## config.mk

```make
export PLATFORM = sky130hd
export DESIGN_NAME = frame_pacing_timebase_core
export DESIGN_NICKNAME = d
export VERILOG_FILES = /design/src/design/fpt_pkg.sv /design/src/design/fpt_ctrl.sv /design/src/design/fpt_dp.sv /design/src/design/frame_pacing_timebase_core.sv
export VERILOG_INCLUDE_DIRS = /design/src /design/src/design
export SDC_FILE = /design/constraint.sdc
export NUM_CORES = 1
export LEC_CHECK = 0
export BUFFER_PORTS_ARGS = -buffer_cell sky130_fd_sc_hd__clkbuf_2
export CORE_ASPECT_RATIO = 1.2
export CORE_MARGIN = 10
export CORE_UTILIZATION = 60
export DETAILED_ROUTE_END_ITERATION = 16
export HOLD_SLACK_MARGIN = 0.05
export PLACE_DENSITY = 0.76
export SLEW_MARGIN = 10
export SYNTH_ARGS = -nofsm -noshare
export SYNTH_HDL_FRONTEND = slang
export SYNTH_SLANG_ARGS = --single-unit
```

## constraint.sdc

```tcl
create_clock -name aclk -period 9.8 [get_ports aclk]
set_clock_uncertainty 0.05 [all_clocks]
set_input_delay 0.49 -clock aclk [delete_from_list [all_inputs] [get_ports aclk]]
set_output_delay 0.49 -clock aclk [all_outputs]
set_load 0.01 [all_outputs]
```

## src/design/frame_pacing_timebase_core_assert.svh

```systemverilog
// Assertion macros shared by the frame pacing timebase modules.
// Each macro expects clock aclk and active-low reset aresetn in scope.
`ifndef FRAME_PACING_TIMEBASE_CORE_ASSERT_SVH
`define FRAME_PACING_TIMEBASE_CORE_ASSERT_SVH

// Property that must hold at every clock edge out of reset
`define FPT_ASSERT_ALWAYS(lbl, expr, msg) \
    lbl: assert property (@(posedge aclk) disable iff (!aresetn) (expr)) else $error(msg);

// Condition in one cycle implies a consequence in the next cycle
`define FPT_ASSERT_NEXT(lbl, ante, cons, msg) \
    lbl: assert property (@(posedge aclk) disable iff (!aresetn) (ante) |=> (cons)) \
        else $error(msg);

`endif

```

## src/design/fpt_pkg.sv

```systemverilog
`timescale 1ns / 1ps

package fpt_pkg;

    // Field widths
    localparam int NOW_W      = 32;
    localparam int RATE_W     = 7;
    localparam int FPS_W      = 8;
    localparam int SEC_W      = 6;
    localparam int EV_W       = 3;
    localparam int OUT_DATA_W = 24;

    localparam logic [RATE_W-1:0] RATE_RESET = 7'd10;
    localparam logic [SEC_W-1:0]  LAST_SEC   = 6'd59;

    // Event codes
    localparam logic [EV_W-1:0] EV_NONE   = 3'd0;
    localparam logic [EV_W-1:0] EV_FRAME  = 3'd1;
    localparam logic [EV_W-1:0] EV_SECOND = 3'd2;
    localparam logic [EV_W-1:0] EV_MINUTE = 3'd3;
    localparam logic [EV_W-1:0] EV_HOUR   = 3'd4;

    // Controller to datapath commands
    typedef struct packed {
        logic cfg_load;
        logic div_step;
        logic load_sample;
        logic mul;
        logic update;
    } cmd_t;

    // Datapath to controller status
    typedef struct packed {
        logic div_last;
        logic out_free;
    } status_t;

endpackage

```

## src/design/fpt_ctrl.sv

```systemverilog
`timescale 1ns / 1ps
`include "frame_pacing_timebase_core_assert.svh"

module fpt_ctrl (
    input  logic            aclk,
    input  logic            aresetn,
    input  logic            s_tvalid,
    output logic            s_tready,
    input  logic            cfg_valid,
    output logic            cfg_ready,
    input  fpt_pkg::status_t status,
    output fpt_pkg::cmd_t   cmd
);

    typedef enum logic [3:0] {
        S_IDLE = 4'b0001,
        S_DIV  = 4'b0010,
        S_MUL  = 4'b0100,
        S_UPD  = 4'b1000
    } state_t;

    state_t state_reg;
    state_t state_next;

    // Accept configuration first; items wait while a write is offered
    assign cfg_ready = (state_reg == S_IDLE);
    assign s_tready  = (state_reg == S_IDLE) && !cfg_valid;

    // Sequence commands
    always_comb begin
        state_next      = state_reg;
        cmd             = '0;
        case (state_reg)
            S_IDLE: begin
                if (cfg_valid) begin
                    cmd.cfg_load = 1'b1;
                    state_next   = S_DIV;
                end else if (s_tvalid) begin
                    cmd.load_sample = 1'b1;
                    state_next      = S_MUL;
                end
            end
            S_DIV: begin
                cmd.div_step = 1'b1;
                if (status.div_last) begin
                    state_next = S_IDLE;
                end
            end
            S_MUL: begin
                cmd.mul    = 1'b1;
                state_next = S_UPD;
            end
            S_UPD: begin
                if (status.out_free) begin
                    cmd.update = 1'b1;
                    state_next = S_IDLE;
                end
            end
            default: begin
                state_next = S_IDLE;
            end
        endcase
    end

    always_ff @(posedge aclk) begin
        if (!aresetn) begin
            state_reg <= S_IDLE;
        end else begin
            state_reg <= state_next;
        end
    end

    `FPT_ASSERT_NEXT(a_item_to_mul, s_tvalid && s_tready, state_reg == S_MUL, "item not multiplied")
    `FPT_ASSERT_NEXT(a_mul_to_upd, state_reg == S_MUL, state_reg == S_UPD, "multiply did not advance")
    `FPT_ASSERT_NEXT(a_upd_holds, (state_reg == S_UPD) && !status.out_free, state_reg == S_UPD, "update dropped while output full")
    `FPT_ASSERT_NEXT(a_cfg_to_div, cfg_valid && cfg_ready, state_reg == S_DIV, "config write did not start divide")

endmodule

```

## src/design/fpt_dp.sv

```systemverilog
`timescale 1ns / 1ps
`include "frame_pacing_timebase_core_assert.svh"

module fpt_dp #(
    parameter int TICKS_PER_SECOND = 100
) (
    input  logic                              aclk,
    input  logic                              aresetn,
    input  fpt_pkg::cmd_t                     cmd,
    output fpt_pkg::status_t                  status,
    input  logic [fpt_pkg::NOW_W-1:0]         s_tdata,
    input  logic [fpt_pkg::RATE_W-1:0]        cfg_data,
    input  logic                              m_tready,
    output logic                              m_tvalid,
    output logic [fpt_pkg::OUT_DATA_W-1:0]    m_tdata,
    output logic                              m_tuser
);

    localparam int PW = $clog2(TICKS_PER_SECOND + 1);
    localparam int CW = $clog2(PW + 1);
    localparam int MW = PW + fpt_pkg::FPS_W + 1;
    localparam logic [PW-1:0] TPS_P        = PW'(TICKS_PER_SECOND);
    localparam logic [PW-1:0] PERIOD_RESET = PW'(TICKS_PER_SECOND / 10);
    localparam logic [fpt_pkg::NOW_W-1:0] TPS_N    = 32'(TICKS_PER_SECOND);
    localparam logic [fpt_pkg::NOW_W-1:0] TPS_M1_N = 32'(TICKS_PER_SECOND - 1);

    // Configuration and frame period
    logic [fpt_pkg::RATE_W-1:0] rate_reg;
    logic [PW-1:0]              period_reg;
    logic [fpt_pkg::RATE_W-1:0] div_rem_reg;
    logic [PW-1:0]              div_q_reg;
    logic [CW-1:0]              div_cnt_reg;

    // Pacing state
    logic                       started_reg,   started_next;
    logic [fpt_pkg::NOW_W-1:0]  base_reg,      base_next;
    logic [fpt_pkg::FPS_W-1:0]  frame_cnt_reg, frame_cnt_next;
    logic [fpt_pkg::FPS_W-1:0]  fps_reg,       fps_next;
    logic [fpt_pkg::SEC_W-1:0]  second_reg,    second_next;
    logic [fpt_pkg::SEC_W-1:0]  minute_reg,    minute_next;

    // Per-item working registers
    logic [fpt_pkg::NOW_W-1:0]  now_reg;
    logic [fpt_pkg::NOW_W-1:0]  elapsed_reg;
    logic                       back_reg;
    logic [MW-1:0]              prod_reg;

    // Output register
    logic                       out_valid_reg;
    logic [fpt_pkg::EV_W-1:0]   out_event_reg, out_event_next;
    logic                       out_err_reg;
    logic [fpt_pkg::FPS_W-1:0]  out_fps_reg;
    logic [fpt_pkg::SEC_W-1:0]  out_sec_reg;
    logic [fpt_pkg::SEC_W-1:0]  out_min_reg;

    // Restoring divider step: TICKS_PER_SECOND / rate, one quotient bit a cycle
    logic [fpt_pkg::RATE_W-1:0] div_d;
    logic [fpt_pkg::RATE_W:0]   div_trial;
    logic                       div_ge;
    logic [fpt_pkg::RATE_W-1:0] div_rem_step;
    logic [PW-1:0]              div_q_step;

    always_comb begin
        div_d        = (rate_reg == '0) ? 7'd1 : rate_reg;
        div_trial    = {div_rem_reg, div_q_reg[PW-1]};
        div_ge       = (div_trial >= {1'b0, div_d});
        div_rem_step = div_ge ? 7'(div_trial - {1'b0, div_d}) : div_trial[fpt_pkg::RATE_W-1:0];
        div_q_step   = {div_q_reg[PW-2:0], div_ge};
    end

    assign status.div_last = (div_cnt_reg == CW'(PW - 1));
    assign status.out_free = !out_valid_reg || m_tready;

    always_ff @(posedge aclk) begin
        if (!aresetn) begin
            rate_reg   <= fpt_pkg::RATE_RESET;
            period_reg <= PERIOD_RESET;
        end else if (cmd.cfg_load) begin
            rate_reg <= cfg_data;
        end else if (cmd.div_step && status.div_last) begin
            period_reg <= (div_q_step == '0) ? PW'(1) : div_q_step;
        end
    end

    always_ff @(posedge aclk) begin
        if (cmd.cfg_load) begin
            div_rem_reg <= '0;
            div_q_reg   <= TPS_P;
            div_cnt_reg <= '0;
        end else if (cmd.div_step) begin
            div_rem_reg <= div_rem_step;
            div_q_reg   <= div_q_step;
            div_cnt_reg <= div_cnt_reg + CW'(1);
        end
    end

    // Capture the sample, then form elapsed ticks and the next frame deadline
    always_ff @(posedge aclk) begin
        if (cmd.load_sample) begin
            now_reg <= s_tdata;
        end
        if (cmd.mul) begin
            back_reg    <= (base_reg > now_reg);
            elapsed_reg <= (base_reg > now_reg) ? '0 : now_reg - base_reg;
            prod_reg    <= MW'({1'b0, frame_cnt_reg} + 9'd1) * MW'(period_reg);
        end
    end

    // Apply one sample to the pacing state; a configuration write clears it
    logic                      clk_err;
    logic                      frame_due;
    logic [fpt_pkg::NOW_W-1:0] base_eff;
    logic [fpt_pkg::FPS_W-1:0] frame_inc;

    always_comb begin
        clk_err        = (now_reg == '1);
        frame_due      = (32'(prod_reg) <= elapsed_reg);
        base_eff       = back_reg ? now_reg : base_reg;
        frame_inc      = (frame_cnt_reg == '1) ? frame_cnt_reg : frame_cnt_reg + 8'd1;
        started_next   = started_reg;
        base_next      = base_reg;
        frame_cnt_next = frame_cnt_reg;
        fps_next       = fps_reg;
        second_next    = second_reg;
        minute_next    = minute_reg;
        out_event_next = fpt_pkg::EV_NONE;
        if (cmd.cfg_load) begin
            started_next   = 1'b0;
            base_next      = '0;
            frame_cnt_next = '0;
            fps_next       = '0;
            second_next    = '0;
            minute_next    = '0;
        end else if (cmd.update && !clk_err) begin
            if (!started_reg) begin
                started_next   = 1'b1;
                frame_cnt_next = '0;
                base_next      = now_reg;
            end else begin
                base_next = base_eff;
                if (frame_due) begin
                    frame_cnt_next = frame_inc;
                    out_event_next = fpt_pkg::EV_FRAME;
                    if (elapsed_reg > TPS_M1_N) begin
                        fps_next       = frame_inc;
                        frame_cnt_next = '0;
                        base_next      = base_eff + TPS_N;
                        out_event_next = fpt_pkg::EV_SECOND;
                        second_next    = second_reg + 6'd1;
                        if (second_reg == fpt_pkg::LAST_SEC) begin
                            second_next    = '0;
                            minute_next    = minute_reg + 6'd1;
                            out_event_next = fpt_pkg::EV_MINUTE;
                            if (minute_reg == fpt_pkg::LAST_SEC) begin
                                minute_next    = '0;
                                out_event_next = fpt_pkg::EV_HOUR;
                            end
                        end
                    end
                end
            end
        end
    end

    always_ff @(posedge aclk) begin
        if (!aresetn) begin
            started_reg   <= 1'b0;
            base_reg      <= '0;
            frame_cnt_reg <= '0;
            fps_reg       <= '0;
            second_reg    <= '0;
            minute_reg    <= '0;
        end else begin
            started_reg   <= started_next;
            base_reg      <= base_next;
            frame_cnt_reg <= frame_cnt_next;
            fps_reg       <= fps_next;
            second_reg    <= second_next;
            minute_reg    <= minute_next;
        end
    end

    // Hold the result until the consumer takes it
    always_ff @(posedge aclk) begin
        if (!aresetn) begin
            out_valid_reg <= 1'b0;
        end else if (cmd.update) begin
            out_valid_reg <= 1'b1;
        end else if (m_tready) begin
            out_valid_reg <= 1'b0;
        end
    end

    always_ff @(posedge aclk) begin
        if (cmd.update) begin
            out_event_reg <= out_event_next;
            out_err_reg   <= clk_err;
            out_fps_reg   <= fps_next;
            out_sec_reg   <= second_next;
            out_min_reg   <= minute_next;
        end
    end

    assign m_tvalid = out_valid_reg;
    assign m_tuser  = out_err_reg;
    assign m_tdata  = {1'b0, out_min_reg, out_sec_reg, out_fps_reg, out_event_reg};

    `FPT_ASSERT_ALWAYS(a_period_nonzero, period_reg != '0, "frame period is zero")
    `FPT_ASSERT_ALWAYS(a_time_range,
        (second_reg <= fpt_pkg::LAST_SEC) && (minute_reg <= fpt_pkg::LAST_SEC),
        "seconds or minutes out of range")
    `FPT_ASSERT_NEXT(a_err_keeps_state, cmd.update && clk_err,
        $stable(base_reg) && $stable(frame_cnt_reg) && $stable(started_reg),
        "clock error changed state")

endmodule

```

## src/design/frame_pacing_timebase_core.sv

```systemverilog
// Frame pacing timebase: one result item per accepted sample item.
// Each sample is multiplied, then applied in the update step that registers the result.
// Samples are taken only when idle; the update waits while the output register is full.
// A frames_per_second write clears the pacing state and runs a bit-serial divider before the
// next item is taken.
// Reset (aresetn low, synchronous) clears the pacing state and sets the rate to 10 frames/s.
`timescale 1ns / 1ps

module frame_pacing_timebase_core #(
    parameter int TICKS_PER_SECOND = 100
) (
    input  logic        aclk,
    input  logic        aresetn,
    // now_ticks[31:0]
    input  logic        s_tvalid,
    output logic        s_tready,
    input  logic [31:0] s_tdata,
    // frames_per_second[6:0]
    input  logic        cfg_valid,
    output logic        cfg_ready,
    input  logic [6:0]  cfg_data,
    // event_code[2:0], last_fps[10:3], second_count[16:11], minute_count[22:17], zero[23]
    output logic        m_tvalid,
    input  logic        m_tready,
    output logic [23:0] m_tdata,
    // clock_error[0]
    output logic        m_tuser
);

    fpt_pkg::cmd_t    cmd;
    fpt_pkg::status_t status;

    fpt_ctrl u_ctrl (
        .aclk      (aclk),
        .aresetn   (aresetn),
        .s_tvalid  (s_tvalid),
        .s_tready  (s_tready),
        .cfg_valid (cfg_valid),
        .cfg_ready (cfg_ready),
        .status    (status),
        .cmd       (cmd)
    );

    fpt_dp #(
        .TICKS_PER_SECOND (TICKS_PER_SECOND)
    ) u_dp (
        .aclk     (aclk),
        .aresetn  (aresetn),
        .cmd      (cmd),
        .status   (status),
        .s_tdata  (s_tdata),
        .cfg_data (cfg_data),
        .m_tready (m_tready),
        .m_tvalid (m_tvalid),
        .m_tdata  (m_tdata),
        .m_tuser  (m_tuser)
    );

endmodule
```

Yosys cells after proc, flatten, opt, wreduce, memory -nomap -nowiden
Index checks and enable logic that the tools add are counted.
{"block": "word_totals", "memories": 0, "mem_bits_ro": 0, "word_cells": 122, "latch_bits": 0, "ff_bits": 202, "ramBits": 0}
{"block": "classes", "n_eq_ne": 13, "shifts": 0, "n_mux": 48, "mul": 1, "n_reduce_logical": 17, "order_cmp": 4, "div": 0, "addsub": 8, "bitwise_logic": 7}
{"cell": "32-bit 2-to-1 mux", "count": 4}
{"cell": "6-bit 2-to-1 mux", "count": 13}
{"cell": "8-bit 2-to-1 mux", "count": 9}
{"cell": "32-bit by 7-bit adder with 32-bit output, second input constant", "count": 1}
{"cell": "32-bit equality test, second input constant", "count": 1}
{"cell": "32-bit > comparator", "count": 1}
{"cell": "32-bit by 7-bit > comparator with 1-bit output, second input constant", "count": 1}
{"cell": "16-bit by 32-bit less-or-equal comparator with 1-bit output", "count": 1}
{"cell": "32-bit subtractor", "count": 1}
{"cell": "7-bit 2-to-1 mux", "count": 3}
{"cell": "16-bit by 7-bit multiplier with 16-bit output", "count": 1}
{"cell": "4-bit 2-to-1 mux", "count": 4}
{"cell": "4-bit case mux with 4 select lines", "count": 1}
{"cell": "7-bit zero test", "count": 2}
{"cell": "6-bit by 1-bit adder with 6-bit output, second input constant", "count": 2}
{"cell": "6-bit equality test, second input constant", "count": 2}
{"cell": "1-bit 2-to-1 mux", "count": 12}
{"cell": "8-bit by 1-bit adder with 9-bit output, second input constant", "count": 1}
{"cell": "8-bit by 1-bit adder with 8-bit output, second input constant", "count": 1}
{"cell": "8-bit equality test, second input constant", "count": 1}
{"cell": "8-bit by 7-bit greater-or-equal comparator with 1-bit output", "count": 1}
{"cell": "1-bit NOT", "count": 7}
{"cell": "7-bit subtractor", "count": 1}
{"cell": "6-bit OR reduction", "count": 1}
{"cell": "other kinds (20)", "count": 26}

Longest topological paths before layout
{"block": "depth", "ltp_word": 8, "mapped_depth": 20}

Modules after synthesis
Synthesis repeated with hierarchy kept, for this count alone.
{"block": "hier_totals", "hier_cells": 1520, "hier_area_um2": 13746.9}
{"module": "fpt_dp", "area_per_inst_um2": 13509.2, "instances": 1, "cells_each": 1493}
{"module": "fpt_ctrl", "area_per_inst_um2": 237.7, "instances": 1, "cells_each": 27}

Worst setup path before layout
No wires, ideal clock.
{"block": "synth_timing", "kind": "reg-to-reg", "startpoint": "register u_ctrl.state_reg[2]", "endpoint": "register u_ctrl.state_reg[0]", "slack_ns": 3.504, "period_less_slack_ns": 6.296, "arrival_time_ns": 6.097, "setup_time_ns": 0.149, "path_stages_with_launch": 5, "path_cell_list": "dfxtp_1 -> nor4b_1 -> a21oi_1 -> nand3_1 -> o311ai_0"}
{"block": "synth_via", "elab_chain_len": 3, "elab_cells_between_ends": 9, "classes_between": "eq/ne (7); mux (1); reduce/logical (1)"}
{"element": "start, declared", "line_no": "fpt_ctrl.sv:22", "text": "state_t state_reg;"}
{"element": "start signal, assigned", "line_no": "fpt_ctrl.sv:69", "text": "state_reg <= state_next;"}
{"element": "4-bit by 1-bit equality test with 1-bit output (tied with other cells)", "line_no": "fpt_ctrl.sv:33", "text": "case (state_reg)"}
{"element": "3-bit inequality test (no line) (tied with other cells)"}
{"element": "3-bit AND reduction (no line)"}
Several ways; a longest one is shown, not always the timed one.
A chain may end at the register's enable or synchronous reset.

Worst setup path in the final report
{"block": "layout_timing", "startpoint": "register u_dp.frame_cnt_reg[0] (netlist bit)", "endpoint": "register u_dp.prod_reg[15], data pin"}
{"block": "layout_via", "elab_chain_len": 2}
{"element": "start, declared", "line_no": "fpt_dp.sv:37", "text": "logic [fpt_pkg::FPS_W-1:0] frame_cnt_reg, frame_cnt_next;"}
{"element": "start signal, assigned", "line_no": "fpt_dp.sv:176", "text": "frame_cnt_reg <= frame_cnt_next;"}
{"element": "8-bit by 1-bit adder with 9-bit output", "line_no": "fpt_dp.sv:105", "text": "prod_reg <= MW'({1'b0, frame_cnt_reg} + 9'd1) * MW'(period_reg);"}
{"element": "16-bit by 7-bit multiplier with 16-bit output", "line_no": "fpt_dp.sv:105"}
{"element": "end signal, assigned", "line_no": "fpt_dp.sv:105"}
{"element": "end, declared", "line_no": "fpt_dp.sv:46", "text": "logic [MW-1:0] prod_reg;"}
No other way between the ends.

==> key figures <==
Outcome
  • Run status: complete, no violations

Clocking
  • Clk sinks: 202
  • Clk slew on worst S/H paths: 60 ps
  • Worst-Skew Late Latency: 540 ps
  • PostCTS Resize Cnt: 0
  • CTS Hold Bufs: 0
  • Root buf cell: clkbuf_16
  • CTS Buf Count: 22
  • Max Buffers Root-to-Sink: 3
  • TritonCTS clock tree: built
  • Htree depth: 1
  • Post-CTS setup buffer count: 0

Critical path
  • Worst path cell trace: ha_1 > nand3_1 > nor2_1 > xor2_1 > and2_1 > fa_1 > fa_1 > fa_1 > inv_1 > fa_1 > inv_1 > ha_1 > nand2_1 > nand2_1 > a31oi_1 > o21ai_0 > o41ai_1 > mux2i_1 > nand4_1
  • Worst Path Buf+Inv: 2
  • Critical path arrival: 6290 ps
  • FF-to-FF Start: u_dp.frame_cnt_reg[0]
  • Critical Path End Type: register
  • Most frequent cell on the critical path: fa_1
  • WS Path Type: register to register
  • Max stage delay on crit path: 570 ps
  • CP required: 10000 ps
  • Worst-path fanout max: 13
  • R2R Setup Slk: 3710 ps
  • Worst r2r dst: u_dp.prod_reg[15]
  • Delay-heaviest family, CP: adder cells
  • Critical Path Source Type: register
  • Worst reg2reg path depth: 19
  • Slowest-stage cell, CP: o41ai_1

Yosys
  • Area leader, netlist: edfxtp_1
  • Synthesized area: 14100 µm²
  • Top cells by area in the synthesized netlist: edfxtp_1 (22%), dfxtp_1 (14%), ha_1 (8.4%)
  • Dominant synthesized flop cell: edfxtp_1
  • Yosys warns: 0
  • Seq/Total Area, Yosys: 36.1%
  • Most frequent cell after synthesis: nor2_1
  • Number of flops mapped to enable cells by yosys: 105
  • Synth cell count leaders: nor2_1 (145), nand2_1 (138), inv_1 (118)
  • Post-Synthesis Cells: 1558
  • Ys async rst share: 0%
  • Syn_nets: 1733
  • Syn_area_per_cell: 9.05 µm²
  • Number of synthesized register bits: 202
  • Library cells used by synthesis: 91
  • Yosys top cell area share: 22.4%

Final layout
  • Layout cells sized above 1: 10.8%
  • P&R area growth vs syn: 9.36%
  • Final nets: 1774
  • Antenna diodes: 0

STA
  • Worst-margin pin slew: 964 ps
  • Tmin final: 6090 ps
  • Slew HR: 35.5%
  • Fin. Hold Viols: 0
  • Tcrit/Tclk final: 62.2%
  • Setup TNS: 0 ps
  • # setup viols final: 0
  • Fmax: 164 MHz
  • RSZ-0062 raised after global routing: false
  • Max Slew Vio Count: 0

Power
  • Max VDD drop: 0.175 mV
  • Power Density: 133 nW/µm²
  • Static leakage power: 0.00609 µW
  • Total Power: 2050 µW

Global route
  • Initial antenna violation count: 0
  • Gr usage total: 23.9%
  • First-pass GRT wire length: 60100 µm
  • Vias in the first global route: 11900
  • Largest net degree at the start of global routing: 52
  • Grt ovf: 0

Hold path
  • Hold wc startpoint: s_tdata[21]
  • WHS Endpoint: u_dp.now_reg[21]
  • Hold Crit Class: input port to register
  • Hold Path Cell Cnt: 1

Die
  • Die Ht: 188 µm
  • Core Area: 23100 µm²
  • Initial cell density of the core: 61.0%
  • DIE AREA: 30100 µm²
  • Die width: 160 µm
  • Total I/O pin count: 72
  • Cell row count: 61

Placement
  • IO buf count: 70
  • Routability cong.: 0.960
  • Final HPWL DP: 26700 µm

Routing
  • Routed Antenna Nets: 0
  • Initial DRC count: 986
  • DRC Markers: 0
  • DR vias: 12100
  • Number of vias per cell: 6.25
  • Final WL: 36700 µm
  • Routed WL per cell: 19.0 µm
  • 1st-pass router iterations: 6

Flow run
  • Max Cap Violations: 0
-- area by class of cell --
type	instances	area [µm²]
clock inverters	12	150
flip-flops and latches	202	5090
fillers	1915	7700
well taps	315	394
repair buffers	85	463
multi-input cells	1170	8270
inverters	118	443
clock buffers	28	604
-- metrics by stage --
stage / cell area, µm² / setup slack (ps) / utilization [%] / instances / hold slack [ps]
floorplan: 14100 / 3500 / - / 1558 / 382
global placement: 14700 / 4030 / 63.4 / 1890 / 390
detailed placement: 14700 / 3790 / 63.4 / 1890 / 410
CTS: 15400 / 3780 / 66.7 / 1930 / 65.5
global route: 15400 / 3340 / 66.7 / 1930 / 61.7
finish: 15400 / 3710 / 66.7 / 1930 / 74.9
-- where the power goes --
part	total, µW	internal (µW)	switching [µW]
Clock	867	517	350
Sequential	945	916	28.1
Combinational	234	89.4	145
-- cell families after synthesis --
logic type	after synthesis	share of synthesized area (%)
AOI/OAI and AO/OA	370	17.9
xor gates and xnor gates	44	2.73
adders and majority gates	131	13.5
buffers and inverters	186	5.35
DFF	202	36.1
muxes	30	2.17
other	1	0.0266
and+or+nand+nor	594	22.1
-- worst max-delay path by stage --
stage | slack [ps] | to | depth (start not counted) | startpoint
6_report | 3710 | u_dp.prod_reg[15] | 19 | u_dp.frame_cnt_reg[0]
5_1_grt | 3340 | u_dp.prod_reg[15] | 19 | u_dp.frame_cnt_reg[0]
4_1_cts | 3780 | u_dp.prod_reg[15] | 19 | u_dp.frame_cnt_reg[0]
3_5_place_dp | 3790 | u_dp.prod_reg[15] | 19 | u_dp.frame_cnt_reg[0]
3_3_place_gp | 4030 | u_dp.prod_reg[15] | 19 | u_dp.frame_cnt_reg[0]
2_1_floorplan | 3500 | u_ctrl.state_reg[0] | 4 | u_ctrl.state_reg[2]
-- per-layer routing --
metal / share of wire, % / track usage, % / vias to the layer above
met4: 5.0 / 12.5 / 0
met1: 39 / 27.5 / 5754
met5: 0 / 0 / -
met3: 5.7 / 3.13 / 131
li1: - / - / 5721
met2: 50 / 42.3 / 457
-- cell usage in the layout, fill, tap and decap left out, types with 14 or more instances in the layout --
| cell type | netlist | final |
|---|---|---|
| clkbuf_16 | 0 | 23 |
| edfxtp_1 | 105 | 105 |
| and2_1 | 42 | 41 |
| nor4_1 | 18 | 18 |
| ha_1 | 95 | 95 |
| nand4_1 | 30 | 30 |
| o21a_1 | 16 | 16 |
| nand2_1 | 138 | 138 |
| xor2_1 | 21 | 21 |
| dfxtp_1 | 97 | 97 |
| o21ai_0 | 63 | 63 |
| fa_1 | 36 | 36 |
| nand2b_1 | 20 | 20 |
| a21o_1 | 19 | 19 |
| nand3_1 | 48 | 48 |
| mux2i_1 | 25 | 25 |
| a21oi_1 | 82 | 82 |
| nor2b_1 | 40 | 40 |
| a21boi_0 | 14 | 14 |
| xnor2_1 | 23 | 23 |
| nor2_1 | 145 | 145 |
| o31ai_1 | 16 | 16 |
| nor3_1 | 41 | 41 |
| clkbuf_2 | 0 | 70 |
| inv_1 | 118 | 118 |
| a211oi_1 | 38 | 38 |
| buf_4 | 3 | 15 |
(Power assumes the default switching activity.)
